## src/rtl/core/sws_pkg.sv

```systemverilog
`timescale 1ns / 1ps
// Shared types and constants of the sliding window statistics block.
// No dependencies.
package sws_pkg;

  localparam int SAMPLE_WIDTH = 16;
  localparam int CFG_WIDTH    = 16;

  typedef logic signed [SAMPLE_WIDTH-1:0] sample_t;
  typedef logic [SAMPLE_WIDTH:0]          key_t;

  // cell operations
  localparam logic [1:0] OP_HOLD   = 2'd0;
  localparam logic [1:0] OP_LOAD   = 2'd1;
  localparam logic [1:0] OP_ROTATE = 2'd2;
  localparam logic [1:0] OP_SORT   = 2'd3;

  // register indexes
  localparam logic REG_WINDOW_LENGTH = 1'b0;
  localparam logic REG_STREAM_LENGTH = 1'b1;

  // status codes
  localparam logic [1:0] ST_OK          = 2'd0;
  localparam logic [1:0] ST_LONG_WINDOW = 2'd1;
  localparam logic [1:0] ST_ONE         = 2'd2;
  localparam logic [1:0] ST_ZERO        = 2'd3;

  typedef struct packed {
    logic       push;
    logic [1:0] op;
    logic       phase;
  } sws_ctl_t;

endpackage

```

## src/rtl/core/sws_cell.sv

```systemverilog
`timescale 1ns / 1ps
// One window cell: a stored sample and a work key for scan, sort and rotate.
// Depends on sws_pkg.
module sws_cell #(
  parameter int IDX = 0,
  parameter int N   = 32,
  parameter int CW  = 6
) (
  input  logic                     clk,
  input  sws_pkg::sws_ctl_t        ctl,
  input  logic [CW-1:0]            win_len,
  input  logic [CW-1:0]            real_len,
  input  sws_pkg::sample_t         first_sample,
  input  sws_pkg::sample_t         store_in,
  output sws_pkg::sample_t         store_out,
  input  sws_pkg::key_t            key_left,
  input  sws_pkg::key_t            key_right,
  output sws_pkg::key_t            key_out
);
  import sws_pkg::*;

  localparam logic PAR      = 1'((IDX % 2) == 1);
  localparam logic HAS_RGT  = (IDX < N - 1);
  localparam logic HAS_LFT  = (IDX > 0);

  sample_t store_r;
  key_t    key_r, key_nxt;
  logic    low, high;

  assign store_out = store_r;
  assign key_out   = key_r;
  assign low  = HAS_RGT && (ctl.phase == PAR);
  assign high = HAS_LFT && (ctl.phase != PAR);

  always_comb begin
    key_nxt = key_r;
    case (ctl.op)
      OP_LOAD: begin
        if (CW'(IDX) < real_len) begin
          key_nxt = {1'b0, ~store_r[SAMPLE_WIDTH-1], store_r[SAMPLE_WIDTH-2:0]};
        end else if (CW'(IDX) < win_len) begin
          key_nxt = {1'b0, ~first_sample[SAMPLE_WIDTH-1], first_sample[SAMPLE_WIDTH-2:0]};
        end else begin
          key_nxt = {1'b1, {SAMPLE_WIDTH{1'b0}}};
        end
      end
      OP_ROTATE: key_nxt = key_right;
      OP_SORT: begin
        if (low) begin
          key_nxt = (key_right < key_r) ? key_right : key_r;
        end else if (high) begin
          key_nxt = (key_left > key_r) ? key_left : key_r;
        end
      end
      default: key_nxt = key_r;
    endcase
  end

  always_ff @(posedge clk) begin
    if (ctl.push) begin
      store_r <= store_in;
    end
    key_r <= key_nxt;
  end

endmodule

```

## config.mk

```make
export PLATFORM = sky130hd
export DESIGN_NAME = sws_cell
export DESIGN_NICKNAME = d
export VERILOG_FILES = /design/src/rtl/core/sws_pkg.sv /design/src/rtl/core/sws_cell.sv
export SDC_FILE = /design/constraint.sdc
export NUM_CORES = 1
export LEC_CHECK = 0
export ABC_AREA = 1
export BUFFER_PORTS_ARGS = -buffer_cell sky130_fd_sc_hd__buf_2
export CAP_MARGIN = 10
export CORE_UTILIZATION = 43
export CTS_CLUSTER_SIZE = 12
export DETAILED_ROUTE_END_ITERATION = 7
export GPL_TIMING_DRIVEN = 0
export HOLD_SLACK_MARGIN = 0.15
export PLACE_DENSITY = 0.9
export REMOVE_ABC_BUFFERS = 1
export SETUP_SLACK_MARGIN = 0.2
export SYNTH_ARGS = -nofsm -noshare
export SYNTH_HDL_FRONTEND = slang
export SYNTH_SLANG_ARGS = --single-unit
```

## constraint.sdc

```tcl
create_clock -name clk -period 3 [get_ports clk]
set_clock_uncertainty 0.2 [all_clocks]
set_input_delay 0.45 -clock clk [delete_from_list [all_inputs] [get_ports clk]]
set_output_delay 0.45 -clock clk [all_outputs]
set_load 0.1 [all_outputs]
```

Word level (Yosys, flattened, before mapping)
Index checks and enable logic that the tools add are counted.

operators by class
  shifts and indexed selects = 0
  divide/modulo/power cells = 0
  equal/unequal tests = 5
  mux-type cells = 5
  order comparisons = 3
  reduce and logical (&&, ||, !) cells = 2
  $add $sub $neg = 0
  multipliers = 0
  bitwise logic cells = 2

operator list
  kind                number
  $mux 17             4
  $pmux 17 s3         1
  $lt 17x17->1        1
  $lt 1x6->1 const A  2
  $eq 2x2->1 const B  2
  $ne 2x2->1 const B  2
  $reduce_and 3->1    1
  $reduce_bool 3->1   1
  $eq 2x1->1 const B  1
  $not 1->1           2

word-level totals
  memories kept = 0
  bits in latches = 0
  register bits after elaboration = 33
  logic and storage cells = 19
  memory bits (writable) = 0
  memory bits (read-only) = 0
  output and inout port bits = 33

Depth between registers and ports, before layout
  depth after elaboration = 4
  mapped depth = 11

Least setup slack after synthesis
OpenSTA, ideal clock, no wires.

  kind = register -> register
  start point = register key_r[16], in the netlist key_out[16]
  end point = register key_r[0], in the netlist key_out[0] (enable)
  path buffers = 0
  clock period less this slack = 3.214 ns
  library setup time = 0.397 ns
  cell stages (with the launch flop) = 9
  data arrival time = 2.618 ns
  slack = -0.214 ns
  cells stage by stage = edfxtp_1 inv_1 ha_1 nand2_1 nand2_1 o21bai_1 nor2_1 nand3_1 a21oi_1

on the way
  longest elaborated chain between the ends = 3

ends and longest elaborated chain
  what                        line            text
  from (decl)                 sws_cell.sv:27  key_t key_r, key_nxt;
  from (signal assigned)      sws_cell.sv:63  key_r <= key_nxt;
  $lt 17x17->1                sws_cell.sv:50  key_nxt = (key_right < key_r) ? key_right : key_r;
  $ne 2x2->1 (no line)        --
  $reduce_and 3->1 (no line)  --

No other way between the ends.
A chain may end at the register's enable or synchronous reset.

Worst setup path in the final report
  start point = register key_r[16], in the netlist key_out[16]
  end point = register key_r[16], in the netlist key_out[16] (enable)

The elaborated chain is that of the path after synthesis.

==> results.md <==
- Relative slew slack: 0.638
- Clk_lat worst skew: 280 ps
- Vias after detailed routing: 1808
- CTS Buf Count: 5
- Synth area leaders: edfxtp_1 (53%), ha_1 (11%), a21oi_1 (9.6%), nor2_1 (5.8%), nand2_1 (4.8%)
- Full die area: 0.00463 mm²
- Remaining global-route overflow: 0
- Nets: 411
- Count of final setup violators: 0
- Peak VDD IR: 0.298 mV
- Status: finished, final reports clean
- Largest net degree at the start of global routing: 22
- WHS Path Cells: 3
- Routability Congestion: 0.708
- CP Max Fanout: 10
- RSZ-0062 raised after global routing: false
- Die Wd: 68.0 µm
- Compound-Gate Fraction of Synth Area: 0.121
- Initial antenna violation count: 0
- Clk buf depth: 2
- Largest family of logic cells by synthesized area: simple AND/OR/NAND/NOR gates
- Clock sink total: 33
- CP Data Required Time: 2790 ps
- Layout area overhead: 41.3%
- Vias in the first global route: 1754
- P_leak: 0.00129 µW
- # rows: 23
- Final hold violation count: 0
- DR pass1 iterations: 4
- CTS root buf: clkbuf_8
- ANT cells: 0
- WL per Instance: 13.6 µm
- Port buffer count: 98
- Top cells by count, synth: a21oi_1 (36), edfxtp_1 (33), nor2_1 (29), nand2_1 (24), inv_1 (23)
- Post-synth top area share: 0.529
- Worst-path clk slew: 60 ps
- Post CTS Setup Buffer Count: 0
- Seq/Total Area, Yosys: 0.529
- Post-Synth Simple-Gate Area: 0.173
- Core ar.: 0.00409 mm²
- Routed vias/inst: 4.98
- Post-synth EDFFs: 33
- Critical Path AT: 2140 ps
- I/O pins: 116
- Yosys warns: 0
- Post-synthesis register bit count: 33
- Finished Cell Area: 0.00265 mm²
- Setup crit end kind: flop
- Max-cap violations: 0
- GRT Resource Usage Total: 0.218
- Cell Area, Placed: 0.00241 mm²
- Share of layout cells above drive strength 1: 0.355
- Cells after DPL: 339
- Fillers: 332
- Final wirelength: 4.92 mm
- Die H: 68.0 µm
- Fin crit share: 0.781
- Min-delay worst type: input port to flop
- Fraction of registers with async set/reset: 0
- Final ANT Viol Nets: 0
- Synthesized area per cell: 9.56 µm²
- Yosys top cell by area: edfxtp_1
- Worst Setup Path Type: flop to flop
- Pwr/cell area: 535 mW/mm²
- Post-synthesis instance total: 196
- Most used DFF post-synth: edfxtp_1
- Hpwl dp: 3.56 mm
- Final Non-Filler Cells: 363
- Most common cell in the netlist: a21oi_1
- Maximum clock rate: 427 MHz
- Number of library cell types mapped by synthesis: 22
- DRC: 0
- Adder-Cell Fraction of Synth Area: 0.107
- Depth of the worst register-to-register path: 9
- Startpoint types: flop
- TritonCTS clock tree: yes
- Initial Util: 0.459
- First-pass GRT wire length: 7.29 mm
- Post-Synth XOR/XNOR Area: 0
- Pins Over Slew Limit: 0
- Cell Area, Synth: 0.00187 mm²
- Tmin final: 2340 ps
- H-tree depth: 2
- Worst-margin pin slew: 542 ps
- Initial DRC count: 87
- Mux contribution to synthesized area: 0
final timing paths:
path / startpoint / endpoint / slack, ps
max: key_out[16]$_DFFE_PP_ / key_out[16]$_DFFE_PP_ / 660
min: key_right[16] / key_out[16]$_DFFE_PP_ / 280
max reg2reg: key_out[16]$_DFFE_PP_ / key_out[16]$_DFFE_PP_ / 660
min reg2reg: store_out[13]$_DFFE_PP_ / key_out[13]$_DFFE_PP_ / 440
worst max-delay path: stages (launching register included):
cell	delay, ps
edfxtp_1	390
inv_1	70
ha_1	230
nand2_1	70
nand2_1	50
o21bai_1	170
nor2_1	110
nand3_1	90
a21oi_2	440
buf_6	230
stage by stage:
step	hold WS (ps)	TNS (ps)	worst slack [ps]	total power, µW	util
final	283	0	656	1420	0.648
after global routing	303	0	469	1470	0.648
after CTS	277	0	622	1420	0.648
after detailed placement	420	0	450	1090	0.589
after global placement	401	-4690	-276	1080	0.585
after floorplan	349	-3650	-214	975	-
logic make-up after synthesis:
group | count (synthesis)
compound gates | 42
fa+ha+maj | 16
buf+inv | 30
flops | 33
simple gates | 75
sequential cells by signal, summed over array words and instances (netlist names):
| signal | flops |
|---|---|
| key_out | 17 |
| store_out | 16 |
final cells by class:
type                            instances  area, µm²  share of cell area
Timing Repair Buffer                  115        662               0.250
Clock buffer                            5       68.8              0.0260
Sequential cell                        33        991               0.374
Tap cell                               50       62.6              0.0236
Inverter                               24       95.1              0.0359
Multi-Input combinational cell        133        756               0.285
Clock inverter                          3       12.5             0.00473
layer usage:
layer / GRT usage / share of wire / up-vias
li1: - / - / 901
met1: 0.214 / 0.40 / 830
met2: 0.428 / 0.53 / 73
met3: 0.0683 / 0.065 / 4
met4: 0.0625 / 0.0063 / 0
met5: 0 / 0 / -
repair_timing:
item / in CTS / in global routing
hold endpoints to repair: 16 / 0
hold buffers: 16 / 0
resized for setup: 0 / 0
setup endpoints to repair: 0 / 0
layout by cell type, fill, tap and decap left out:
cell type      netlist  layout
clkinv_1             0       2
clkbuf_8             0       5
o21ai_0              1       1
inv_1               23      23
o21a_1               1       1
buf_2                2      98
a21oi_2              0       1
or2_1                2       2
o31ai_2              1       1
buf_6                0       1
dlygate4sd3_1        0      16
a22oi_1              1       1
nand2_1             24      24
a21oi_1             36      35
clkinv_4             1       1
o21bai_1             1       1
nor2_2               1       1
ha_1                16      16
nand2_4              1       1
nand3_1             17      17
nand3_2              1       1
edfxtp_1            33      33
clkinv_2             0       1
a21o_1               1       1
nor2_1              29      29
where the power goes:
part           total (µW)  leakage, µW  internal, µW  switching, µW
clock                 316    0.0000430           156            160
combinational         522     0.000919           118            404
sequential            578     0.000324           559           19.5
Power figures use the tool's default switching activity.
