### config.mk
export PLATFORM = sky130hd
export DESIGN_NAME = sws_div
export DESIGN_NICKNAME = d
export VERILOG_FILES = /design/src/rtl/core/sws_pkg.sv /design/src/rtl/core/sws_div.sv
export SDC_FILE = /design/constraint.sdc
export NUM_CORES = 1
export LEC_CHECK = 0
export BUFFER_PORTS_ARGS = -buffer_cell sky130_fd_sc_hd__clkbuf_2
export CELL_PAD_IN_SITES_DETAIL_PLACEMENT = 0
export CELL_PAD_IN_SITES_GLOBAL_PLACEMENT = 2
export CORE_ASPECT_RATIO = 1.1
export CORE_UTILIZATION = 36
export CTS_CLUSTER_DIAMETER = 40
export CTS_CLUSTER_SIZE = 12
export DETAILED_ROUTE_END_ITERATION = 6
export PLACE_DENSITY = 0.83
export SKIP_LAST_GASP = 1
export SLEW_MARGIN = 20
export SYNTH_ARGS = -nofsm -noshare
export SYNTH_HDL_FRONTEND = slang
export SYNTH_SLANG_ARGS = --single-unit
### constraint.sdc
create_clock -name clk -period 4.8 [get_ports clk]
set_input_delay 0.96 -clock clk [delete_from_list [all_inputs] [get_ports clk]]
set_output_delay 0.96 -clock clk [all_outputs]
set_load 0.02 [all_outputs]
### src/rtl/core/sws_pkg.sv
`timescale 1ns / 1ps
// Shared types and constants of the sliding window statistics block.
// No dependencies.
package sws_pkg;

  localparam int SAMPLE_WIDTH = 16;
  localparam int CFG_WIDTH    = 16;

  typedef logic signed [SAMPLE_WIDTH-1:0] sample_t;
  typedef logic [SAMPLE_WIDTH:0]          key_t;

  // cell operations
  localparam logic [1:0] OP_HOLD   = 2'd0;
  localparam logic [1:0] OP_LOAD   = 2'd1;
  localparam logic [1:0] OP_ROTATE = 2'd2;
  localparam logic [1:0] OP_SORT   = 2'd3;

  // register indexes
  localparam logic REG_WINDOW_LENGTH = 1'b0;
  localparam logic REG_STREAM_LENGTH = 1'b1;

  // status codes
  localparam logic [1:0] ST_OK          = 2'd0;
  localparam logic [1:0] ST_LONG_WINDOW = 2'd1;
  localparam logic [1:0] ST_ONE         = 2'd2;
  localparam logic [1:0] ST_ZERO        = 2'd3;

  typedef struct packed {
    logic       push;
    logic [1:0] op;
    logic       phase;
  } sws_ctl_t;

endpackage

### src/rtl/core/sws_div.sv
`timescale 1ns / 1ps
// Iterative restoring unsigned divider, one quotient bit per cycle.
// No dependencies beyond sws_pkg.
module sws_div #(
  parameter int NW = 44,
  parameter int DW = 12
) (
  input  logic          clk,
  input  logic          rst_n,
  input  logic          start,
  input  logic [NW-1:0] num,
  input  logic [DW-1:0] den,
  output logic          done,
  output logic [NW-1:0] quot
);
  import sws_pkg::*;

  localparam int CW = $clog2(NW + 1);

  logic          busy_r, done_r;
  logic [CW-1:0] cnt_r;
  logic [DW-1:0] rem_r, den_r;
  logic [NW-1:0] quo_r;
  logic [DW:0]   trial, diff;
  logic          ge;

  assign trial = {rem_r, quo_r[NW-1]};
  assign diff  = trial - {1'b0, den_r};
  assign ge    = trial >= {1'b0, den_r};
  assign done  = done_r;
  assign quot  = quo_r;

  always_ff @(posedge clk) begin
    if (!rst_n) begin
      busy_r <= 1'b0;
      done_r <= 1'b0;
      cnt_r  <= '0;
    end else begin
      done_r <= 1'b0;
      if (start) begin
        busy_r <= 1'b1;
        cnt_r  <= CW'(NW);
      end else if (busy_r) begin
        cnt_r <= cnt_r - 1'b1;
        if (cnt_r == CW'(1)) begin
          busy_r <= 1'b0;
          done_r <= 1'b1;
        end
      end
    end
  end

  always_ff @(posedge clk) begin
    if (start) begin
      quo_r <= num;
      den_r <= den;
      rem_r <= '0;
    end else if (busy_r) begin
      rem_r <= ge ? diff[DW-1:0] : trial[DW-1:0];
      quo_r <= {quo_r[NW-2:0], ge};
    end
  end

endmodule

* After elaboration in Yosys (flattened, before gate mapping)
Index checks and enable logic that the tools add are counted.
Storage, ports and cells: register bits 76, input bits 59, output and inout bits 45, word-level logic and storage cells 25
Operators by class: $add $sub $neg 2, order comparisons 1, eq/ne operators 1, multiplexer cells 9, bitwise logic cells 2, reductions and logical operators 3
Operators with widths (count):
- $mux W44 | 2
- $ge A13 B12 Y1 | 1
- $mux W12 | 1
- $mux W6 | 2
- $sub A12 B12 Y12 | 1
- $eq A6 B1 Y1 const B | 1
- $sub A6 B1 Y6 const B | 1
- $mux W1 | 4
- $reduce_or A3 Y1 | 1
- $not A1 Y1 | 2
- $reduce_bool A2 Y1 | 1
- $reduce_or A2 Y1 | 1

* Longest topological paths before layout
Gate-level depths: netlist of the first run.
word-level depth 4, depth in mapped cells 10, mapped depth without buffers 9

* Worst setup path after synthesis of the first run
OpenSTA, ideal clock, no wires.
path type input -> register, from in start, to reg quo_r[0] (netlist: quot[0]) (enable), setup time 0.557 ns, data arrival time 2.054 ns, required time 4.243 ns, setup slack 2.189 ns, cell stages on the path 3, buffers on the path 1, path through inv_1 -> clkbuf_1 -> nand2_1
Between the ends: word-level cells in the longest chain between the ends 1
Ends and longest elaborated chain:
- start: declaration | RTL line sws_div.sv:10 | input logic start,
- $reduce_bool A2 Y1 (no source line)
- end signal: assignment | RTL line sws_div.sv:55 | quo_r <= num;
- end signal: assignment | RTL line sws_div.sv:60 | quo_r <= {quo_r[NW-2:0], ge};
- end: declaration | RTL line sws_div.sv:23 | logic [NW-1:0] quo_r;
Every way passes these cells. A chain may end at the register's enable or synchronous reset.

* Final worst setup path of the first run
from reg busy_r, to reg quo_r[23] (netlist: quot[23]) (enable)
Between the ends: word-level cells in the longest chain between the ends 1
Ends and longest elaborated chain:
- start: declaration | RTL line sws_div.sv:20 | logic busy_r, done_r;
- start signal: assignment | RTL line sws_div.sv:35 | busy_r <= 1'b0;
- start signal: assignment | RTL line sws_div.sv:41 | busy_r <= 1'b1;
- start signal: assignment | RTL line sws_div.sv:46 | busy_r <= 1'b0;
- $reduce_bool A2 Y1 (no source line)
Every way passes these cells.

==> metrics.md, run 1 <==
| Metric | Value |
|---|---|
| Worst-path cell chain | inv_1 -> nand2_2 |
| Synth-to-layout area growth | 23.3% |
| Post-route ant nets | 0 |
| Crit path depth | 2 |
| Sum of overflow across all layers after global routing | 0 |
| Clock tree from TritonCTS | yes |
| Number of fill cells | roughly 940 |
| Worst-path maximum fanout | 44 |
| Worst endpoint data arrival time | around 2500 ps |
| Power Dens Cells | roughly 380 nW/um^2 |
| Pin slew with the least headroom to its limit | roughly 1000 ps |
| Post-Synthesis Net Count | between 300 and 400 |
| Cts hold-fix bufs | 0 |
| Hold path cells | 2 |
| Number of antenna cells inserted | 0 |
| Family of cells with the greatest summed delay on the critical path | flip-flops |
| Hold Path Class | reg -> reg |
| Number of antenna violations at the first check in global routing | 0 |
| Number of flip-flops and latches in the synthesized netlist | 76 |
| Average cell area after synthesis | around 12 um^2 |
| Overall die width | 98.9 um |
| Critical R2R Launch | busy_r$_SDFF_PN0_ |
| Count of pins over their slew limit | 0 |
| Post-layout total power | between 1.5 and 2 mW |
| Data required, critical path | ~4800 ps |
| Post-Layout Cell Count | between 500 and 600 |
| Post-route DRC | 0 |
| YS warnings | 0 |
| Final Routed Wirelength | between 8000 and 9000 um |
| Number of core rows | 38 |
| Post-layout worst setup margin | roughly 2300 ps |
| Kind of end point of the critical path | flip-flop |
| CTS Buf Count | 9 |
| CTS max path bufs | 2 |
| Ports | ~100 |
| Max frequency | roughly 400 MHz |
| DR pass1 iterations | 4 |
| Cells after DPL | slightly above 500 |
| Proportion of layout cells with a drive suffix above 1 | 42.8% |
| Via-to-Cell Ratio | slightly above 5 |
| Most frequently used flop master after synthesis | sky130_fd_sc_hd__edfxtp_1 |
| Routed wire length per instance | 15.3 um |
| Clock period minus final worst setup slack | about 2500 ps |
| Number of cells produced by synthesis | about 300 |
| Hold Path Sink | rem_r[7]$_SDFFE_PP0P_ |
| Worst hold start | rem_r[6]$_SDFFE_PP0P_ |
| Post-CTS setup buffer count | 0 |
| RSZ-0062 raised after global routing | no |
| Clock slew at the register clock pins of the worst setup and hold paths | approximately 80 ps |
| Buffers on Ports | a little over 100 |
| Number of clock sinks seen by CTS | 76 |
| Pin count of the biggest net entering global routing | slightly below 70 |
| Accumulated negative setup slack | 0 ps |
| Clock tree skew after final layout | between 6 and 7 ps |
| Post-CTS resize count | 0 |
| Number of nets in the final layout | 478 |
| Placeable Area | 9940 um^2 |
| Global placement routability congestion | between 0.7 and 0.8 |
| Wire length of the first global-routing pass | roughly 13,000 um |
| Number of cells on the worst reg-to-reg path | 2 |
| Sum of buffers and inverters on the critical path | 1 |
| Post-synth ARST share | 0% |
| Post-synth EDFFs | 56 |
| Number of failing hold endpoints at the final stage | 0 |
| CTS H-tree depth | 3 |
| Number of distinct library cells after synthesis | 41 |
| Nature of the critical path startpoint | flip-flop |
| Crit-path max cell delay | 910 ps |
| Later-pin clock latency in the skew report | roughly 360 ps |
| Capture point of the worst reg-to-reg path | quot[23]$_DFFE_PP_ |
| Leak pwr | 1.93 nW |
| Via total after detailed routing | between 2,000 and 3,000 |
| Slowest CP cell | sky130_fd_sc_hd__dfxtp_1 |
| Dpl ws | 2210 ps |
| Global routing usage summed across all routing layers | between 10% and 20% |
| Cell at the root of the clock tree | sky130_fd_sc_hd__clkbuf_8 |
| Die Y | about 110 um |
| Final worst-path cycle share | a little over half |
| Post-Synthesis Cell Area | ~3700 um^2 |
| Setup violators final | 0 |
| Initial cell density of the core | a little under two fifths |
| Fraction of the yosys area taken by sequential cells | 56.0% |
| Detailed Route Iter0 Violations | between 90 and 100 |
| Slew Limit Headroom | a little under a third |
| Sum of net half-perimeters after detailed placement | approximately 5800 um |
| Count of maximum capacitance violations | 0 |
| Max VDD drop | 168 uV |
| Run status | finished clean |
| Reg2Reg Setup Slack | roughly 2300 ps |
| Number of global-route vias before repair | roughly 2,800 |
| Worst Setup Path Type | reg -> reg |
| Die area | ~11,000 um^2 |
-- layout make-up --
type / instances / area (um^2) / area share [%]
Sequential cell: 76 / 2080 / 45.4
Multi-Input combinational cell: 195 / 1520 / 33.2
Timing Repair Buffer: 104 / 523 / 11.4
Tap cell: 120 / 150 / 3.28
Clock buffer: 10 / 128 / 2.78
Clock inverter: 6 / 111 / 2.43
Inverter: 18 / 67.6 / 1.47
-- registers in the layout, indices dropped and copies added (netlist names) --
name	flops
den_r	12
busy_r	1
cnt_r	6
quot	44
rem_r	12
done	1
-- placed cells by master (no fill, tap or decap), drive strengths merged, types with 2 or more instances in the layout --
cell type	synthesis	final
nand2	23	23
a21o	4	4
nor3	4	4
o31ai	2	2
a21boi	4	4
dfxtp	20	20
a211oi	4	4
xor2	4	4
edfxtp	56	56
and3	2	2
nor4	2	2
xnor2	7	7
nor2	24	24
inv	18	19
o21ai	10	10
clkbuf	9	113
or3	4	4
mux2	46	46
o21a	4	4
a31oi	3	3
a311oi	7	7
nor2b	3	3
ha	14	14
a41oi	2	2
a21oi	10	10
bufinv	0	3
nand3	5	5
-- metal layers --
layer,track usage [%],vias up,wire length (um)
met5,0,-,0
met4,8.74,0,190
met3,5.82,13,607
met2,25.9,80,3740
met1,18.7,1294,3530
li1,-,1322,-
-- where the power goes --
part	total (mW)	internal (mW)	switching (mW)
clock network	0.587	0.346	0.241
logic	0.338	0.143	0.195
registers	0.821	0.780	0.0403
total	1.75	1.27	0.476
-- worst max-delay path by stage --
stage / from / to / slack [ps]
finish: busy_r$_SDFF_PN0_ / quot[23]$_DFFE_PP_ / 2290
global route: busy_r$_SDFF_PN0_ / quot[10]$_DFFE_PP_ / 2060
CTS: busy_r$_SDFF_PN0_ / quot[11]$_DFFE_PP_ / 2270
detailed placement: start / quot[32]$_DFFE_PP_ / 2210
global placement: start / quot[10]$_DFFE_PP_ / 2270
floorplan: start / quot[0]$_DFFE_PP_ / 2190
-- through the flow --
step | util [%] | area [um^2] | hold slack [ps]
final | 46.1 | 4580 | 506
after global routing | 46.1 | 4580 | 532
after CTS | 46.1 | 4580 | 507
after detailed placement | 43.7 | 4340 | 497
after global placement | 43.7 | 4340 | 486
after floorplan | - | 3720 | 468
-- logic make-up (layout without fill, tap and decap cells) --
logic type	count (synthesis)	in the layout	share of synthesized area [%]
flops	76	76	56.0
simple gates	68	68	8.18
compound gates	55	55	10.8
mux	46	46	14.0
buf+inv	30	138	3.13
fa+ha+maj	15	15	5.25
xor+xnor	11	11	2.59
-- cells in the mapped netlist, drive strengths merged, types with 4 or more instances --
library cell / instances / area (um^2)
edfxtp: 56 / 1680
a21o: 4 / 32.5
ha: 14 / 175
a211oi: 4 / 40.0
mux2: 46 / 522
xor2: 4 / 35.0
a311oi: 7 / 61.3
xnor2: 7 / 61.3
clkbuf: 9 / 33.8
inv: 18 / 67.6
dfxtp: 20 / 400
nand3: 5 / 25.0
nor3: 4 / 20.0
nor2: 24 / 90.1
o21a: 4 / 30.0
a21boi: 4 / 30.0
a21oi: 10 / 53.8
o21ai: 10 / 50.0
nand2: 23 / 86.3
or3: 4 / 26.3
-- worst min-delay path: stages, from the launching register on --
cell                       delay, ps
sky130_fd_sc_hd__dfxtp_1         330
sky130_fd_sc_hd__nand2_1          60
sky130_fd_sc_hd__a311oi_1         80
(Power assumes the default switching activity.)
==> run 2: changes to the inputs <==
--- a/config.mk
+++ b/config.mk
@@ -5,15 +5,16 @@
 export SDC_FILE = /design/constraint.sdc
 export NUM_CORES = 1
 export LEC_CHECK = 0
+export ABC_AREA = 1
 export BUFFER_PORTS_ARGS = -buffer_cell sky130_fd_sc_hd__clkbuf_2
 export CELL_PAD_IN_SITES_DETAIL_PLACEMENT = 0
 export CELL_PAD_IN_SITES_GLOBAL_PLACEMENT = 2
 export CORE_ASPECT_RATIO = 1.1
-export CORE_UTILIZATION = 36
+export CORE_UTILIZATION = 27
 export CTS_CLUSTER_DIAMETER = 40
 export CTS_CLUSTER_SIZE = 12
 export DETAILED_ROUTE_END_ITERATION = 6
-export PLACE_DENSITY = 0.83
+export PLACE_DENSITY = 0.74
 export SKIP_LAST_GASP = 1
 export SLEW_MARGIN = 20
 export SYNTH_ARGS = -nofsm -noshare
==> constraint.sdc (replaced) <==
create_clock -name clk -period 2.05 [get_ports clk]
set_input_delay 0.41 -clock clk [delete_from_list [all_inputs] [get_ports clk]]
set_output_delay 0.41 -clock clk [all_outputs]
set_load 0.02 [all_outputs]
==> run 2 against run 1 <==
- die area up 42%
- worst setup slack got worse by 2100 ps
- via count increased by 26%
- largest cell class unchanged
- largest power group unchanged
==> metrics.md, run 2 <==
| Metric | Value |
|---|---|
| Run status | finished clean |
| Global placement routability congestion | 0.758 |
| Via-to-Cell Ratio | roughly 4.3 |
| Count of maximum capacitance violations | 0 |
| Sum of buffers and inverters on the critical path | 1 |
| Adder-cell area share of the yosys netlist | a little under 5% |
| Worst endpoint data arrival time | between 1500 and 2000 ps |
| Die area | about 15,000 um^2 |
| Cts hold-fix bufs | 0 |
| Number of antenna violations at the first check in global routing | 0 |
| Post-route ant nets | 0 |
| Number of global-route vias before repair | approximately 3,400 |
| Worst-path maximum fanout | 14 |
| Max frequency | roughly 540 MHz |
| Dominant cells by area after synthesis | sky130_fd_sc_hd__edfxtp_1 42%, sky130_fd_sc_hd__nand2_1 21%, sky130_fd_sc_hd__dfxtp_1 10% |
| YS warnings | 0 |
| Die Y | about 130 um |
| Initial cell density of the core | about 28% |
| Nature of the critical path startpoint | flip-flop |
| Post-CTS setup buffer count | 0 |
| Number of core rows | between 40 and 50 |
| Slew Limit Headroom | about 74% |
| Number of cells produced by synthesis | just under 500 |
| Post-Synthesis Net Count | roughly 560 |
| Clock tree from TritonCTS | yes |
| Number of flip-flops and latches in the synthesized netlist | 76 |
| Post-Synthesis Cell Area | around 4000 um^2 |
| Overall die width | 118 um |
| Simple-gate portion of the synthesized area | around a third |
| Most common cell on crit path | sky130_fd_sc_hd__nand2_1 |
| Detailed Route Iter0 Violations | 112 |
| Global routing usage summed across all routing layers | 14.3% |
| Largest family of logic cells by synthesized area | simple AND/OR/NAND/NOR gates |
| Ranking of synthesized cells by instance count | 221 x sky130_fd_sc_hd__nand2_1, 58 x sky130_fd_sc_hd__inv_1, 56 x sky130_fd_sc_hd__edfxtp_1, 24 x sky130_fd_sc_hd__nand3_1, 21 x sky130_fd_sc_hd__nor2_1 |
| Worst-path cell chain | ha_1 -> nand2_2 -> inv_1 -> nand2_1 -> nand2_1 -> a21oi_4 -> nand3_4 -> nand2_1 -> nand2_1 |
| Via total after detailed routing | around 3,400 |
| Dpl ws | 165 ps |
| Most frequent cells in the layout | 221 x sky130_fd_sc_hd__nand2_1, 103 x sky130_fd_sc_hd__clkbuf_2, 57 x sky130_fd_sc_hd__inv_1 |
| Max VDD drop | ~380 uV |
| Number of antenna cells inserted | 0 |
| Buffers on Ports | 103 |
| RSZ-0062 raised after global routing | no |
| Kind of end point of the critical path | flip-flop |
| Number of distinct library cells after synthesis | 32 |
| Post-route DRC | 0 |
| Sum of net half-perimeters after detailed placement | ~7400 um |
| Number of flip-flops in the largest register | 44 |
| Most frequently used flop master after synthesis | sky130_fd_sc_hd__edfxtp_1 |
| Post-synth ARST share | 0% |
| Accumulated negative setup slack | 0 ps |
| Family of cells with the greatest summed delay on the critical path | simple AND/OR/NAND/NOR gates |
| Proportion of layout cells with a drive suffix above 1 | roughly a quarter |
| Top-area cell type share of the netlist area | 42.2% |
| Compound-gate portion of the synthesized area | under 10% |
| Number of nets in the final layout | approximately 660 |
| Average cell area after synthesis | slightly above 8 um^2 |
| Number of clock sinks seen by CTS | 76 |
| CTS H-tree depth | 3 |
| Most common cell in the synthesized netlist | sky130_fd_sc_hd__nand2_1 |
| Data required, critical path | about 2100 ps |
| Cell at the root of the clock tree | sky130_fd_sc_hd__clkbuf_16 |
| Synth-to-layout area growth | 28.0% |
| Wire length of the first global-routing pass | 17,000 um |
| Pin slew with the least headroom to its limit | 390 ps |
| Slowest CP cell | sky130_fd_sc_hd__ha_1 |
| Share of the synthesized netlist area taken by xor and xnor gates | under 10% |
| Clock tree skew after final layout | between 5 and 6 ps |
| Crit-path max cell delay | around 360 ps |
| Clock slew at the register clock pins of the worst setup and hold paths | around 60 ps |
| Hold Path Class | in -> reg |
| Worst Setup Path Type | reg -> reg |
| Most common library cell in the layout ignoring fill and taps | sky130_fd_sc_hd__nand2_1 |
| Post-synth EDFFs | 56 |
| CTS max path bufs | 2 |
| Clock period minus final worst setup slack | roughly 1900 ps |
| Routed wire length per instance | 13.2 um |
| Sum of overflow across all layers after global routing | 0 |
| DR pass1 iterations | 4 |
| Pin count of the biggest net entering global routing | 52 |
| Multiplexer share of the synthesized area | 0% |
| Placeable Area | ~14,000 um^2 |
| Ports | 104 |
| Later-pin clock latency in the skew report | ~340 ps |
| Final worst-path cycle share | 90.6% |
| Post-layout worst setup margin | 193 ps |
| Number of failing hold endpoints at the final stage | 0 |
| Power Dens Cells | between 800 and 900 nW/um^2 |
| Setup violators final | 0 |
| Leak pwr | 2.58 nW |
| Fraction of the yosys area taken by sequential cells | 52.3% |
| CTS Buf Count | 9 |
| Count of pins over their slew limit | 0 |
| Yosys top cell by area | sky130_fd_sc_hd__edfxtp_1 |
| Final Routed Wirelength | 10,400 um |
run 2: changes by cell type in the layout (fill, tap and decap cells not counted), sizes merged, moves of 4 or more:
| cell | change |
|---|---|
| nand2 | +201 |
| mux2 | -46 |
| inv | +41 |
| nand3 | +24 |
| nand4 | +13 |
| a311oi | -7 |
| buf | +7 |
| o21ai | -6 |
| a21o | -4 |
| o21a | -4 |
| or3 | -4 |
run 2: worst reg2reg max path, delay by kind of cell, from the launching register on:
kind / cells / cell delay, ps
AOI/OAI and AO/OA: 1 / 170
adders and majority gates: 1 / 360
buffers and inverters: 1 / 50
DFF: 1 / 330
and+or+nand+nor: 6 / 690
run 2: where the power goes:
group          switching, mW  internal, mW  leakage (nW)  total (mW)
Sequential            0.0681          1.80         0.732        1.87
Clock                  0.659          1.19         0.163        1.85
Combinational          0.394         0.214          1.68       0.608
run 2: kinds of logic after synthesis:
kind of cell	Yosys count
and+or+nand+nor	297
AOI/OAI and AO/OA	14
adders and majority gates	15
DFF	76
buffers and inverters	77
xor gates and xnor gates	6
run 2: layout make-up:
type / count / area [um^2]
tap: 192 / 240
timing repair buffer: 111 / 613
multi-input combinational: 332 / 1600
fill: 1598 / 9290
inverter: 60 / 225
sequential: 76 / 2080
clock inverter: 6 / 111
clock buffer: 10 / 229
run 2: timing repair:
item | in CTS | in global routing
endpoints found under the setup margin | 0 | 1
gates resized for setup | 0 | 3
hold endpoints to repair | 0 | 0
run 2: path summary, 6_finish.rpt:
path | startpoint | end | slack [ps] | cells past startpoint
hold reg to reg | rem_r[9]$_SDFFE_PP0P_ | rem_r[9]$_SDFFE_PP0P_ | 470 | 2
hold / removal | den[8] | den_r[8]$_DFFE_PP_ | 250 | 1
setup / recovery | rem_r[6]$_SDFFE_PP0P_ | quot[0]$_DFFE_PP_ | 190 | 9
setup reg to reg | rem_r[6]$_SDFFE_PP0P_ | quot[0]$_DFFE_PP_ | 190 | 9
run 2: stage by stage:
stage | cells | power [mW] | instance area [um^2] | util [%] | hold slack, ps
finish | 787 | 4.33 | 5100 | 35.4 | 250
global route | 787 | 4.52 | 5100 | 35.4 | 236
floorplan | 485 | 2.27 | 3980 | - | 449
CTS | 787 | 4.39 | 5090 | 35.4 | 238
detailed placement | 771 | 2.52 | 4750 | 33.0 | 466
global placement | 771 | 2.52 | 4750 | 33.0 | 466
run 2: routing by layer:
| metal | routed length (um) | global-route usage, % | vias to the layer above |
|---|---|---|---|
| met3 | 792 | 5.24 | 10 |
| li1 | - | - | 1751 |
| met4 | 128 | 4.90 | 0 |
| met2 | 4810 | 23.9 | 89 |
| met1 | 4650 | 17.0 | 1561 |
| met5 | 0 | 0 | - |
