[src/rtl/core/sws_pkg.sv]
`timescale 1ns / 1ps
// Shared types and constants of the sliding window statistics block.
// No dependencies.
package sws_pkg;

  localparam int SAMPLE_WIDTH = 16;
  localparam int CFG_WIDTH    = 16;

  typedef logic signed [SAMPLE_WIDTH-1:0] sample_t;
  typedef logic [SAMPLE_WIDTH:0]          key_t;

  // cell operations
  localparam logic [1:0] OP_HOLD   = 2'd0;
  localparam logic [1:0] OP_LOAD   = 2'd1;
  localparam logic [1:0] OP_ROTATE = 2'd2;
  localparam logic [1:0] OP_SORT   = 2'd3;

  // register indexes
  localparam logic REG_WINDOW_LENGTH = 1'b0;
  localparam logic REG_STREAM_LENGTH = 1'b1;

  // status codes
  localparam logic [1:0] ST_OK          = 2'd0;
  localparam logic [1:0] ST_LONG_WINDOW = 2'd1;
  localparam logic [1:0] ST_ONE         = 2'd2;
  localparam logic [1:0] ST_ZERO        = 2'd3;

  typedef struct packed {
    logic       push;
    logic [1:0] op;
    logic       phase;
  } sws_ctl_t;

endpackage

[src/rtl/core/sws_sqrt.sv]
`timescale 1ns / 1ps
// Iterative floor square root, one root bit per cycle.
// No dependencies beyond sws_pkg.
module sws_sqrt #(
  parameter int RW = 44
) (
  input  logic            clk,
  input  logic            rst_n,
  input  logic            start,
  input  logic [RW-1:0]   rad,
  output logic            done,
  output logic [RW/2-1:0] root
);
  import sws_pkg::*;

  localparam int HW = RW / 2;
  localparam int CW = $clog2(HW + 1);

  logic          busy_r, done_r;
  logic [CW-1:0] cnt_r;
  logic [RW-1:0] rad_r;
  logic [HW-1:0] root_r;
  logic [HW:0]   rem_r;
  logic [HW+2:0] rem_t, trial, diff;
  logic          ge;

  assign rem_t = {rem_r, rad_r[RW-1:RW-2]};
  assign trial = {1'b0, root_r, 2'b01};
  assign diff  = rem_t - trial;
  assign ge    = rem_t >= trial;
  assign done  = done_r;
  assign root  = root_r;

  always_ff @(posedge clk) begin
    if (!rst_n) begin
      busy_r <= 1'b0;
      done_r <= 1'b0;
      cnt_r  <= '0;
    end else begin
      done_r <= 1'b0;
      if (start) begin
        busy_r <= 1'b1;
        cnt_r  <= CW'(HW);
      end else if (busy_r) begin
        cnt_r <= cnt_r - 1'b1;
        if (cnt_r == CW'(1)) begin
          busy_r <= 1'b0;
          done_r <= 1'b1;
        end
      end
    end
  end

  always_ff @(posedge clk) begin
    if (start) begin
      rad_r  <= rad;
      root_r <= '0;
      rem_r  <= '0;
    end else if (busy_r) begin
      rad_r  <= {rad_r[RW-3:0], 2'b00};
      rem_r  <= ge ? diff[HW:0] : rem_t[HW:0];
      root_r <= {root_r[HW-2:0], ge};
    end
  end

endmodule

[config.mk]
export PLATFORM = sky130hd
export DESIGN_NAME = sws_sqrt
export DESIGN_NICKNAME = d
export VERILOG_FILES = /design/src/rtl/core/sws_pkg.sv /design/src/rtl/core/sws_sqrt.sv
export SDC_FILE = /design/constraint.sdc
export NUM_CORES = 1
export LEC_CHECK = 0
export BUFFER_PORTS_ARGS = -buffer_cell sky130_fd_sc_hd__buf_2
export CAP_MARGIN = 25
export CORE_MARGIN = 4
export CORE_UTILIZATION = 30
export CTS_CLUSTER_DIAMETER = 100
export DETAILED_ROUTE_END_ITERATION = 8
export PLACE_DENSITY = 0.59
export SLEW_MARGIN = 25
export SYNTH_ARGS = -nofsm -noshare
export SYNTH_HDL_FRONTEND = slang
export SYNTH_SLANG_ARGS = --single-unit
export TNS_END_PERCENT = 10
[constraint.sdc]
create_clock -name clk -period 7.7 [get_ports clk]
set_input_delay 1.155 -clock clk [delete_from_list [all_inputs] [get_ports clk]]
set_output_delay 1.155 -clock clk [all_outputs]
set_load 0.01 [all_outputs]
# Word-level counts from Yosys, hierarchy flattened
# Index checks and enable logic that the tools add are counted.
# word_totals
reg_bits,96
inputBits,47
out_inout_bits,23
wordCells,25
# op_classes
n_addsub,2
order_cmp,1
eq_ne,1
mux,9
bitwise_logic,2
n_reduce_logical,3
# ops
op,n
44-bit 2-to-1 mux,2
25-bit by 24-bit greater-or-equal comparator with 1-bit output,1
23-bit 2-to-1 mux,1
23-bit subtractor,1
5-bit 2-to-1 mux,2
"5-bit by 1-bit equality test with 1-bit output, second input constant",1
"5-bit by 1-bit subtractor with 5-bit output, second input constant",1
1-bit 2-to-1 mux,4
3-bit OR reduction,1
1-bit NOT,2
2-bit nonzero test,1
2-bit OR reduction,1

# Logic depth before layout (Yosys ltp)
# Gate-level depths: netlist of the first run.
# logic_depth
word_depth,4
depth_mapped,11
ltp_nobuf,9

# Least setup slack after synthesis of the first run
# OpenSTA, ideal clock, no wires.
# synth_path
path_type,input-to-reg
start,input start
end,register rad_r[0] (enable)
setup_time_ns,0.398
arrival_time_ns,2.538
t_required_ns,7.302
path_slack_ns,4.763
cell_stages,4
n_path_buf,2
cell_sequence,clkbuf_1 > nor2_1 > clkbuf_1 > inv_1
# synth_via
elab_chain_cells,1
# synth_lines
item,line_no,source
"start, declared",sws_sqrt.sv:9,"input logic start,"
2-bit nonzero test (no source line),n/a,
"end signal, assigned",sws_sqrt.sv:56,rad_r <= rad;
"end signal, assigned",sws_sqrt.sv:60,"rad_r <= {rad_r[RW-3:0], 2'b00};"
"end, declared",sws_sqrt.sv:21,logic [RW-1:0] rad_r;
# Every way passes these cells.
# A chain may end at the register's enable or synchronous reset.

# Final worst setup path of the first run
# layout_path
start,"register root_r[12], in the netlist root[12]"
end,register rem_r[15]
# layout_via
elab_chain_cells,2
elab_cells_between_ends,3
cone_classes,1 x add/sub; 1 x order compare; 1 x mux
# layout_lines
item,line_no,source
"start, declared",sws_sqrt.sv:22,logic [HW-1:0] root_r;
"start signal, assigned",sws_sqrt.sv:62,"root_r <= {root_r[HW-2:0], ge};"
23-bit subtractor or 25-bit by 24-bit greater-or-equal comparator with 1-bit output (tied branches),"sws_sqrt.sv:29, sws_sqrt.sv:30",
23-bit 2-to-1 mux *,sws_sqrt.sv:61,rem_r <= ge ? diff[HW:0] : rem_t[HW:0];
"end signal, assigned",sws_sqrt.sv:61,
"end, declared",sws_sqrt.sv:23,logic [HW:0] rem_r;
# Mark *: on every way between the ends. The rest lies on a longest branch, timed or not.

==> results of run 1 <==
[layout make-up]
type	count	area [um2]
multi-input combinational	364	2670
timing repair buffer	73	375
clock buffer	12	246
tap	225	282
sequential	96	2360
fill	1734	11100
inverter	33	124
clock inverter	4	53.8
[kinds of logic after synthesis]
group / count (synthesis)
and+or+nand+nor: 149
DFF: 96
muxes: 68
adders and majority gates: 26
buffers and inverters: 59
AOI/OAI and AO/OA: 102
xor gates and xnor gates: 19
[cells in the mapped netlist, types with 2 or more instances]
library cell	n	area, um2
sky130_fd_sc_hd__nor2_1	53	199
sky130_fd_sc_hd__dfxtp_1	52	1040
sky130_fd_sc_hd__nand2_1	45	169
sky130_fd_sc_hd__edfxtp_1	44	1320
sky130_fd_sc_hd__mux2_2	42	473
sky130_fd_sc_hd__inv_1	33	124
sky130_fd_sc_hd__ha_1	26	325
sky130_fd_sc_hd__mux2i_1	26	260
sky130_fd_sc_hd__a21oi_1	20	100
sky130_fd_sc_hd__o21ai_0	18	90.1
sky130_fd_sc_hd__clkbuf_1	16	60.1
sky130_fd_sc_hd__xnor2_1	15	131
sky130_fd_sc_hd__a311oi_1	11	96.3
sky130_fd_sc_hd__a21o_1	7	52.6
sky130_fd_sc_hd__o21a_1	7	52.6
sky130_fd_sc_hd__buf_2	6	30.0
sky130_fd_sc_hd__nor3_1	6	30.0
sky130_fd_sc_hd__a31oi_1	5	31.3
sky130_fd_sc_hd__nand2b_1	5	31.3
sky130_fd_sc_hd__nand3_1	5	25.0
sky130_fd_sc_hd__nand4b_1	5	43.8
sky130_fd_sc_hd__nor2b_1	5	31.3
sky130_fd_sc_hd__a211oi_1	4	30.0
sky130_fd_sc_hd__and2_1	4	25.0
sky130_fd_sc_hd__and4_1	4	35.0
sky130_fd_sc_hd__xor2_1	4	35.0
sky130_fd_sc_hd__and3_1	3	18.8
sky130_fd_sc_hd__buf_1	3	11.3
sky130_fd_sc_hd__nand4_1	3	18.8
sky130_fd_sc_hd__o211ai_1	3	22.5
sky130_fd_sc_hd__o21bai_1	3	22.5
sky130_fd_sc_hd__o31ai_1	3	22.5
sky130_fd_sc_hd__a21boi_0	2	15.0
sky130_fd_sc_hd__a32oi_1	2	17.5
sky130_fd_sc_hd__nand3b_1	2	15.0
sky130_fd_sc_hd__nor3b_1	2	15.0
sky130_fd_sc_hd__nor4_1	2	12.5
sky130_fd_sc_hd__o311ai_0	2	17.5
sky130_fd_sc_hd__o41ai_1	2	17.5
sky130_fd_sc_hd__or2_2	2	12.5
[layer usage]
metal  wire, um  share of wire [%]
met5         34               0.29
met3        901                7.6
met1       5260                 45
met4        151                1.3
met2       5450                 46
[power by group]
group          switching, W  leakage, nW  internal (W)  total (W)
registers         0.0000513        0.868      0.000610   0.000661
clock network      0.000192        0.139      0.000262   0.000454
logic              0.000727         1.44      0.000493    0.00122
total              0.000971         2.45       0.00136    0.00234
[metrics by stage]
| stage | total power [W] | utilization, % | setup slack, ns | cell area, um2 |
|---|---|---|---|---|
| 6_report | 0.00234 | 35.5 | 4.42 | 6110 |
| 5_1_grt | 0.00252 | 35.5 | 4.16 | 6110 |
| 4_1_cts | 0.00233 | 35.4 | 4.36 | 6100 |
| 3_5_place_dp | 0.00186 | 33.7 | 4.25 | 5800 |
| 3_3_place_gp | 0.00184 | 33.7 | 4.29 | 5800 |
| 2_1_floorplan | 0.00158 | - | 4.76 | 5250 |
[flip-flops by register name, indices dropped and copies added, names as in the netlist]
name,flops
rad_r,44
rem_r,23
root,22
cnt_r,5
busy_r,1
done,1
[tightest hold or removal path, delay by kind of cell, from the launching register on]
family          cells  cell delay, ns
flops               1            0.32
compound gates      1            0.07
simple gates        1            0.06
[path summary, 6_finish.rpt]
kind,start,end,slack (ns),depth (start not counted)
worst min register to register,rem_r[8]$_SDFFE_PP0P_,rem_r[10]$_SDFFE_PP0P_,0.50,2
worst max register to register,root[12]$_SDFFE_PP0P_,rem_r[15]$_SDFFE_PP0P_,4.42,9
worst max-delay path,root[12]$_SDFFE_PP0P_,rem_r[15]$_SDFFE_PP0P_,4.42,9
worst min-delay path,rem_r[8]$_SDFFE_PP0P_,rem_r[10]$_SDFFE_PP0P_,0.50,2
[layout by cell type, fill, tap and decap left out, types with 6 or more instances in the layout]
master and count:
sky130_fd_sc_hd__nand2_1 45, sky130_fd_sc_hd__xnor2_1 15, sky130_fd_sc_hd__a21o_1 7, sky130_fd_sc_hd__a311oi_1 11, sky130_fd_sc_hd__a21oi_1 20, sky130_fd_sc_hd__buf_2 69, sky130_fd_sc_hd__ha_1 26, sky130_fd_sc_hd__o21a_1 7
sky130_fd_sc_hd__nor2_1 53, sky130_fd_sc_hd__o21ai_0 18, sky130_fd_sc_hd__clkbuf_16 9, sky130_fd_sc_hd__dfxtp_1 51, sky130_fd_sc_hd__nor3_1 6, sky130_fd_sc_hd__inv_1 33, sky130_fd_sc_hd__mux2_2 42, sky130_fd_sc_hd__mux2i_1 26
sky130_fd_sc_hd__edfxtp_1 44
==> impl_results.rst, run 1 <==
.. list-table::
   :header-rows: 1

   * - Metric
     - Value
   * - Result of the run
     - completed
   * - Clock root cell
     - sky130_fd_sc_hd__clkbuf_16
   * - Buffers inserted during post-CTS setup optimization
     - 0
   * - Transition time at the pin with the least slew margin
     - around 0.95 ns
   * - Critical Path Start Type
     - register
   * - Setup TNS Final
     - 0 ns
   * - PD cells
     - 382 nW/um2
   * - Met1 demand-to-capacity share in global routing
     - 15.5%
   * - Share of layout cells above drive strength 1
     - approximately a quarter
   * - Most frequently used flop master after synthesis
     - sky130_fd_sc_hd__dfxtp_1
   * - Final count of hold timing violations
     - 0
   * - Core Region
     - 17200 um2
   * - Max IR drop VDD
     - a little over 0.2 mV
   * - Multiplexer share of the synthesized area
     - 14.0%
   * - Synthesized-area fraction occupied by xor and xnor cells
     - 3.17%
   * - Number of register bits inferred by synthesis
     - 96
   * - Total instance count after detailed placement
     - 791
   * - Pin count of the biggest net entering global routing
     - 89
   * - Top achievable clock speed
     - ~0.3 GHz
   * - Total half-perimeter wirelength after legalization and detailed placement
     - 8.55 mm
   * - Post-synthesis to final-layout area growth
     - 16.6%
   * - Mean instance size in the synthesized netlist
     - about 10 um2
   * - Warnings, synthesis
     - 0
   * - Clock tree from TritonCTS
     - done
   * - Layout Cells excl Fill
     - 807
   * - Die Outline Area
     - 19700 um2
   * - Crit path required time
     - 7.92 ns
   * - Dominant combinational cell family by area after synthesis
     - multiplexers
   * - Routed wire length
     - between 10 and 15 mm
   * - Final Hold Slack
     - 0.498 ns
   * - Clock buffer count from CTS
     - 9
   * - Synthesized instance count
     - 519
   * - Number of nets with antenna violations after detailed routing
     - 0
   * - Hold Buf Count CTS
     - 0
   * - Unrepaired setup endpoints after global routing
     - no
   * - Routed length per placed instance
     - 14.6 um
   * - Starting density of the core
     - 30.4%
   * - Level count of the clock H-tree
     - 3
   * - Met2 capacity usage during global routing
     - 19.6%
   * - Met3 demand-to-capacity share in global routing
     - 5.12%
   * - Initial DRC Count
     - 254
   * - Number of nets in the layout
     - 650
   * - Antenna Cells
     - 0
   * - Cell variety after synth
     - 57
   * - Later-pin clock latency in the skew report
     - between 0.3 and 0.4 ns
   * - DRC violation count after routing
     - 0
   * - Vias
     - about 4.0k
   * - CTS sink count
     - 96
   * - Post-CTS clock slew at the launch and capture registers of the worst setup and hold paths
     - 0.06 ns
   * - Remaining global-route overflow
     - 0
   * - Final Max Tran Viols
     - 0
   * - Global-route wire length before repair
     - 19.8 mm
   * - IO Pins
     - 70
   * - Critical Path Fanout Max
     - 20
   * - Post-synthesis sequential area ratio
     - a little under half
   * - Library cell contributing the largest single delay on the critical path
     - sky130_fd_sc_hd__o41a_1
   * - Gpl congestion
     - about 0.83
   * - Path class of the lowest-slack min-delay path
     - reg -> reg
   * - Total of buffers placed on input and output ports
     - 69
   * - Buffers from clock root to sink, at most
     - 2
   * - Post-detailed-route via-to-cell ratio
     - around 4.9
   * - Synthesized-area fraction occupied by adder cells
     - under 10%
   * - Netlist Area Pre-Place
     - approximately 5200 um2
   * - Total iterations of the first detailed-routing run
     - 4
   * - Chip Height
     - 140 um
   * - Critical Path Max Stage Delay
     - roughly 0.79 ns
   * - P_leak
     - 2.45 nW
   * - Placement Rows
     - 48
   * - Vias in the first global route
     - 3973
   * - Period Utilization, post-route
     - 42.5%
   * - Mapped Nets
     - 592
   * - Type of destination of the critical path
     - register
   * - Die Width
     - 140 um
   * - Number of maximum-capacitance constraint violations
     - 0
   * - Number of instances resized during post-cts repair
     - 0
   * - Number of synthesized flops with an enable pin
     - 44
   * - Category of the critical setup timing path
     - reg -> reg
   * - Relative slew slack
     - 36.4%
   * - Critical path buffers and inverters
     - 1
   * - Critical path cell sequence
     - inv_1, ha_1, and3_1, nand2_1, o221ai_1, nor2_2, o41a_1, nor4_1, o21ai_0
   * - Fin crit period
     - 3.28 ns
   * - Initial antenna violation count
     - 3
   * - Global-route layer with the greatest usage
     - met2
   * - Cell class contributing the biggest share of worst-path delay
     - compound AO/OA/AOI/OAI gates
   * - Setup-failing EPs final
     - 0
   * - Compound-gate portion of the synthesized area
     - ~14%
   * - FFs w/ async S/R, synth
     - 0%
   * - All-layer global routing usage
     - approximately an eighth
   * - Synth Area in Simple Gates
     - between 10 and 15%
   * - Arrival time reported for the critical path endpoint
     - about 3.5 ns
   * - Final Skew
     - around 0.0058 ns
Note: power is estimated with default switching activity, not from simulation.
==> run 2: changes to the inputs <==
- PLACE_DENSITY: 0.59 -> 0.61
- clock period: 7.7 -> 2.79 ns (I/O delays scaled with it)
==> impl_results.rst, run 2 (same netlist as run 1, synthesis figures left out) <==
.. list-table::
   :header-rows: 1

   * - Metric
     - Value
   * - Result of the run
     - completed
   * - PD cells
     - 1110 nW/um2 (+190%)
   * - Post-CTS clock slew at the launch and capture registers of the worst setup and hold paths
     - 0.07 ns (about the same)
   * - Post-synthesis to final-layout area growth
     - 22.3%
   * - Setup TNS Final
     - 0 ns (unchanged)
   * - Starting density of the core
     - 30.4% (unchanged)
   * - Post-layout util
     - 37.2% (+1.8 points)
   * - Final Max Tran Viols
     - 0 (unchanged)
   * - Placement Rows
     - 48 (unchanged)
   * - Number of nets in the layout
     - 676 (+4.0%)
   * - Pin count of the biggest net entering global routing
     - 54 (-39%)
   * - Vias in the first global route
     - 4236 (+6.6%)
   * - Die Width
     - 140 um (unchanged)
   * - Gpl congestion
     - 0.859 (+3.2%)
   * - Commonest cells after routing, fill and taps aside
     - sky130_fd_sc_hd__buf_2 (69), sky130_fd_sc_hd__nor2_1 (53), sky130_fd_sc_hd__dfxtp_1 (50)
   * - Share of layout cells above drive strength 1
     - 29.6% (+5.9 points)
   * - Leading cell type in the layout, fill and taps excluded
     - sky130_fd_sc_hd__buf_2
   * - Later-pin clock latency in the skew report
     - 0.35 ns (about the same)
   * - Path class of the lowest-slack min-delay path
     - in -> reg
   * - CTS sink count
     - 96 (unchanged)
   * - Critical Path Fanout Max
     - 6 (-70%)
   * - Unrepaired setup endpoints after global routing
     - yes
   * - Total iterations of the first detailed-routing run
     - 4 (unchanged)
   * - Initial DRC Count
     - 187 (-26%)
   * - Clock tree from TritonCTS
     - done
   * - Initial antenna violation count
     - 4 (+1)
   * - Remaining global-route overflow
     - 0 (unchanged)
   * - IO Pins
     - 70 (unchanged)
   * - Buffers from clock root to sink, at most
     - 2 (unchanged)
   * - Top achievable clock speed
     - 0.375 GHz (+23%)
   * - DRC violation count after routing
     - 0 (unchanged)
   * - Post-detailed-route via-to-cell ratio
     - 5.03 (+2.4%)
   * - Register bank with the most flops
     - rad_r
   * - Crit path required time
     - 3.05 ns (-4.87 ns)
   * - Chip Height
     - 140 um (unchanged)
   * - Category of the critical setup timing path
     - reg -> reg
   * - Global-route wire length before repair
     - 20.6 mm (+4.1%)
   * - Total instance count after detailed placement
     - 815 (+3.0%)
   * - Vias
     - 4187 (+5.7%)
   * - Final Instance Area
     - 6420 um2 (+5.0%)
   * - Number of maximum-capacitance constraint violations
     - 0 (unchanged)
   * - Total cell area at the placement stage
     - 5980 um2 (+3.1%)
   * - Number of nets with antenna violations after detailed routing
     - 0 (unchanged)
   * - Routed wire length
     - 12.5 mm (+5.8%)
   * - Relative contribution of combinational cells to total power
     - 53.8% (+1.5 points)
   * - Total half-perimeter wirelength after legalization and detailed placement
     - 8.97 mm (+4.9%)
   * - Total internal power
     - 0.00433 W (+220%)
   * - Type of destination of the critical path
     - register
   * - Core Region
     - 17200 um2 (unchanged)
   * - Final count of hold timing violations
     - 0 (unchanged)
   * - Routed length per placed instance
     - 15.0 um (+2.5%)
   * - Reg power frac
     - 25.6% (-2.7 points)
   * - Antenna Cells
     - 0 (unchanged)
   * - Clock buffer count from CTS
     - 9 (unchanged)
   * - Fin crit period
     - 2.66 ns (-0.611 ns)
   * - Portion of total power attributed to the clock network
     - 20.6% (+1.2 points)
   * - Switching component of the power
     - 0.00278 W (+190%)
   * - Setup-failing EPs final
     - 0 (unchanged)
   * - Flip-flop count of the largest register after layout
     - 44 (unchanged)
   * - Final Skew
     - 0.00393 ns (-0.00183 ns)
   * - Final Hold Slack
     - 0.340 ns (-0.158 ns)
   * - Layout Cells excl Fill
     - 833 (+3.2%)
   * - All-layer global routing usage
     - 12.9% (+0.50 points)
   * - Transition time at the pin with the least slew margin
     - 0.688 ns (-0.267 ns)
   * - Clock root cell
     - sky130_fd_sc_hd__clkbuf_16
   * - Level count of the clock H-tree
     - 3 (unchanged)
   * - Relative slew slack
     - 54.1% (+18 points)
   * - Total of buffers placed on input and output ports
     - 69 (unchanged)
   * - P_leak
     - 2.60 nW (+6.2%)
   * - Arrival time reported for the critical path endpoint
     - 2.92 ns (-0.57 ns)
   * - Die Outline Area
     - 19700 um2 (unchanged)
   * - Critical Path Start Type
     - register
   * - Max IR drop VDD
     - 0.618 mV (+200%)
   * - Period Utilization, post-route
     - 95.5% (+53 points)
   * - Switch share
     - 39.1% (-2.5 points)
[run 2: power by group through the flow]
stage	clock [W]	sequential [W]	combinational [W]
6_report	0.00147	0.00182	0.00383
5_1_grt	0.00156	0.00184	0.00421
4_1_cts	0.00151	0.00181	0.00365
3_5_place_dp	0	0.00184	0.00362
3_3_place_gp	0	0.00184	0.00358
2_1_floorplan	0	0.00180	0.00256
[run 2: area by class of cell]
class	instances	area, um2
clock buffer	9	225
clock inverter	7	124
fill	1710	10800
inverter	33	124
multi-input combinational	364	2730
sequential	96	2360
tap	225	282
timing repair buffer	99	571
[run 2: worst paths after layout]
path / endpoint / slack [ns] / depth (start not counted) / start
worst max register to register: rem_r[12]$_SDFFE_PP0P_ / 0.13 / 9 / root[5]$_SDFFE_PP0P_
worst min-delay path: cnt_r[1]$_SDFFE_PN0P_ / 0.34 / 2 / rst_n
worst max-delay path: rem_r[12]$_SDFFE_PP0P_ / 0.13 / 9 / root[5]$_SDFFE_PP0P_
worst min register to register: rem_r[16]$_SDFFE_PP0P_ / 0.50 / 2 / rem_r[16]$_SDFFE_PP0P_
[run 2: through the flow]
stage / setup slack [ns] / total power, W
2_1_floorplan: 0.167 / 0.00436
3_3_place_gp: 0.0405 / 0.00542
3_5_place_dp: 0.0143 / 0.00547
4_1_cts: 0.0315 / 0.00697
5_1_grt: -0.00996 / 0.00761
6_report: 0.126 / 0.00711
[run 2: layer usage]
metal / up-vias / routed length (um) / GRT usage [%]
met4: 8 / 161 / 3.62
met5: - / 60 / 0
met2: 100 / 5960 / 21.6
met3: 21 / 973 / 5.02
met1: 2002 / 5320 / 15.5
li1: 2056 / - / -
[run 2: critical path, cell delays in order, from the launching register on]
cell and delay, ns:
sky130_fd_sc_hd__dfxtp_1 0.37, sky130_fd_sc_hd__inv_1 0.06, sky130_fd_sc_hd__ha_2 0.37, sky130_fd_sc_hd__and4_1 0.21, sky130_fd_sc_hd__and4_1 0.23, sky130_fd_sc_hd__a32o_2 0.20
sky130_fd_sc_hd__nor2_2 0.05, sky130_fd_sc_hd__o41a_1 0.49, sky130_fd_sc_hd__a311o_1 0.31, sky130_fd_sc_hd__a311oi_1 0.28
[run 2: what timing repair did]
action / in CTS / in global routing
endpoints found under the setup margin: 1 / 14
resized for setup: 0 / 16
pin swaps: 1 / 2
hold buffers: 0 / 0
cloned: 0 / 0
setup buffers: 0 / 2
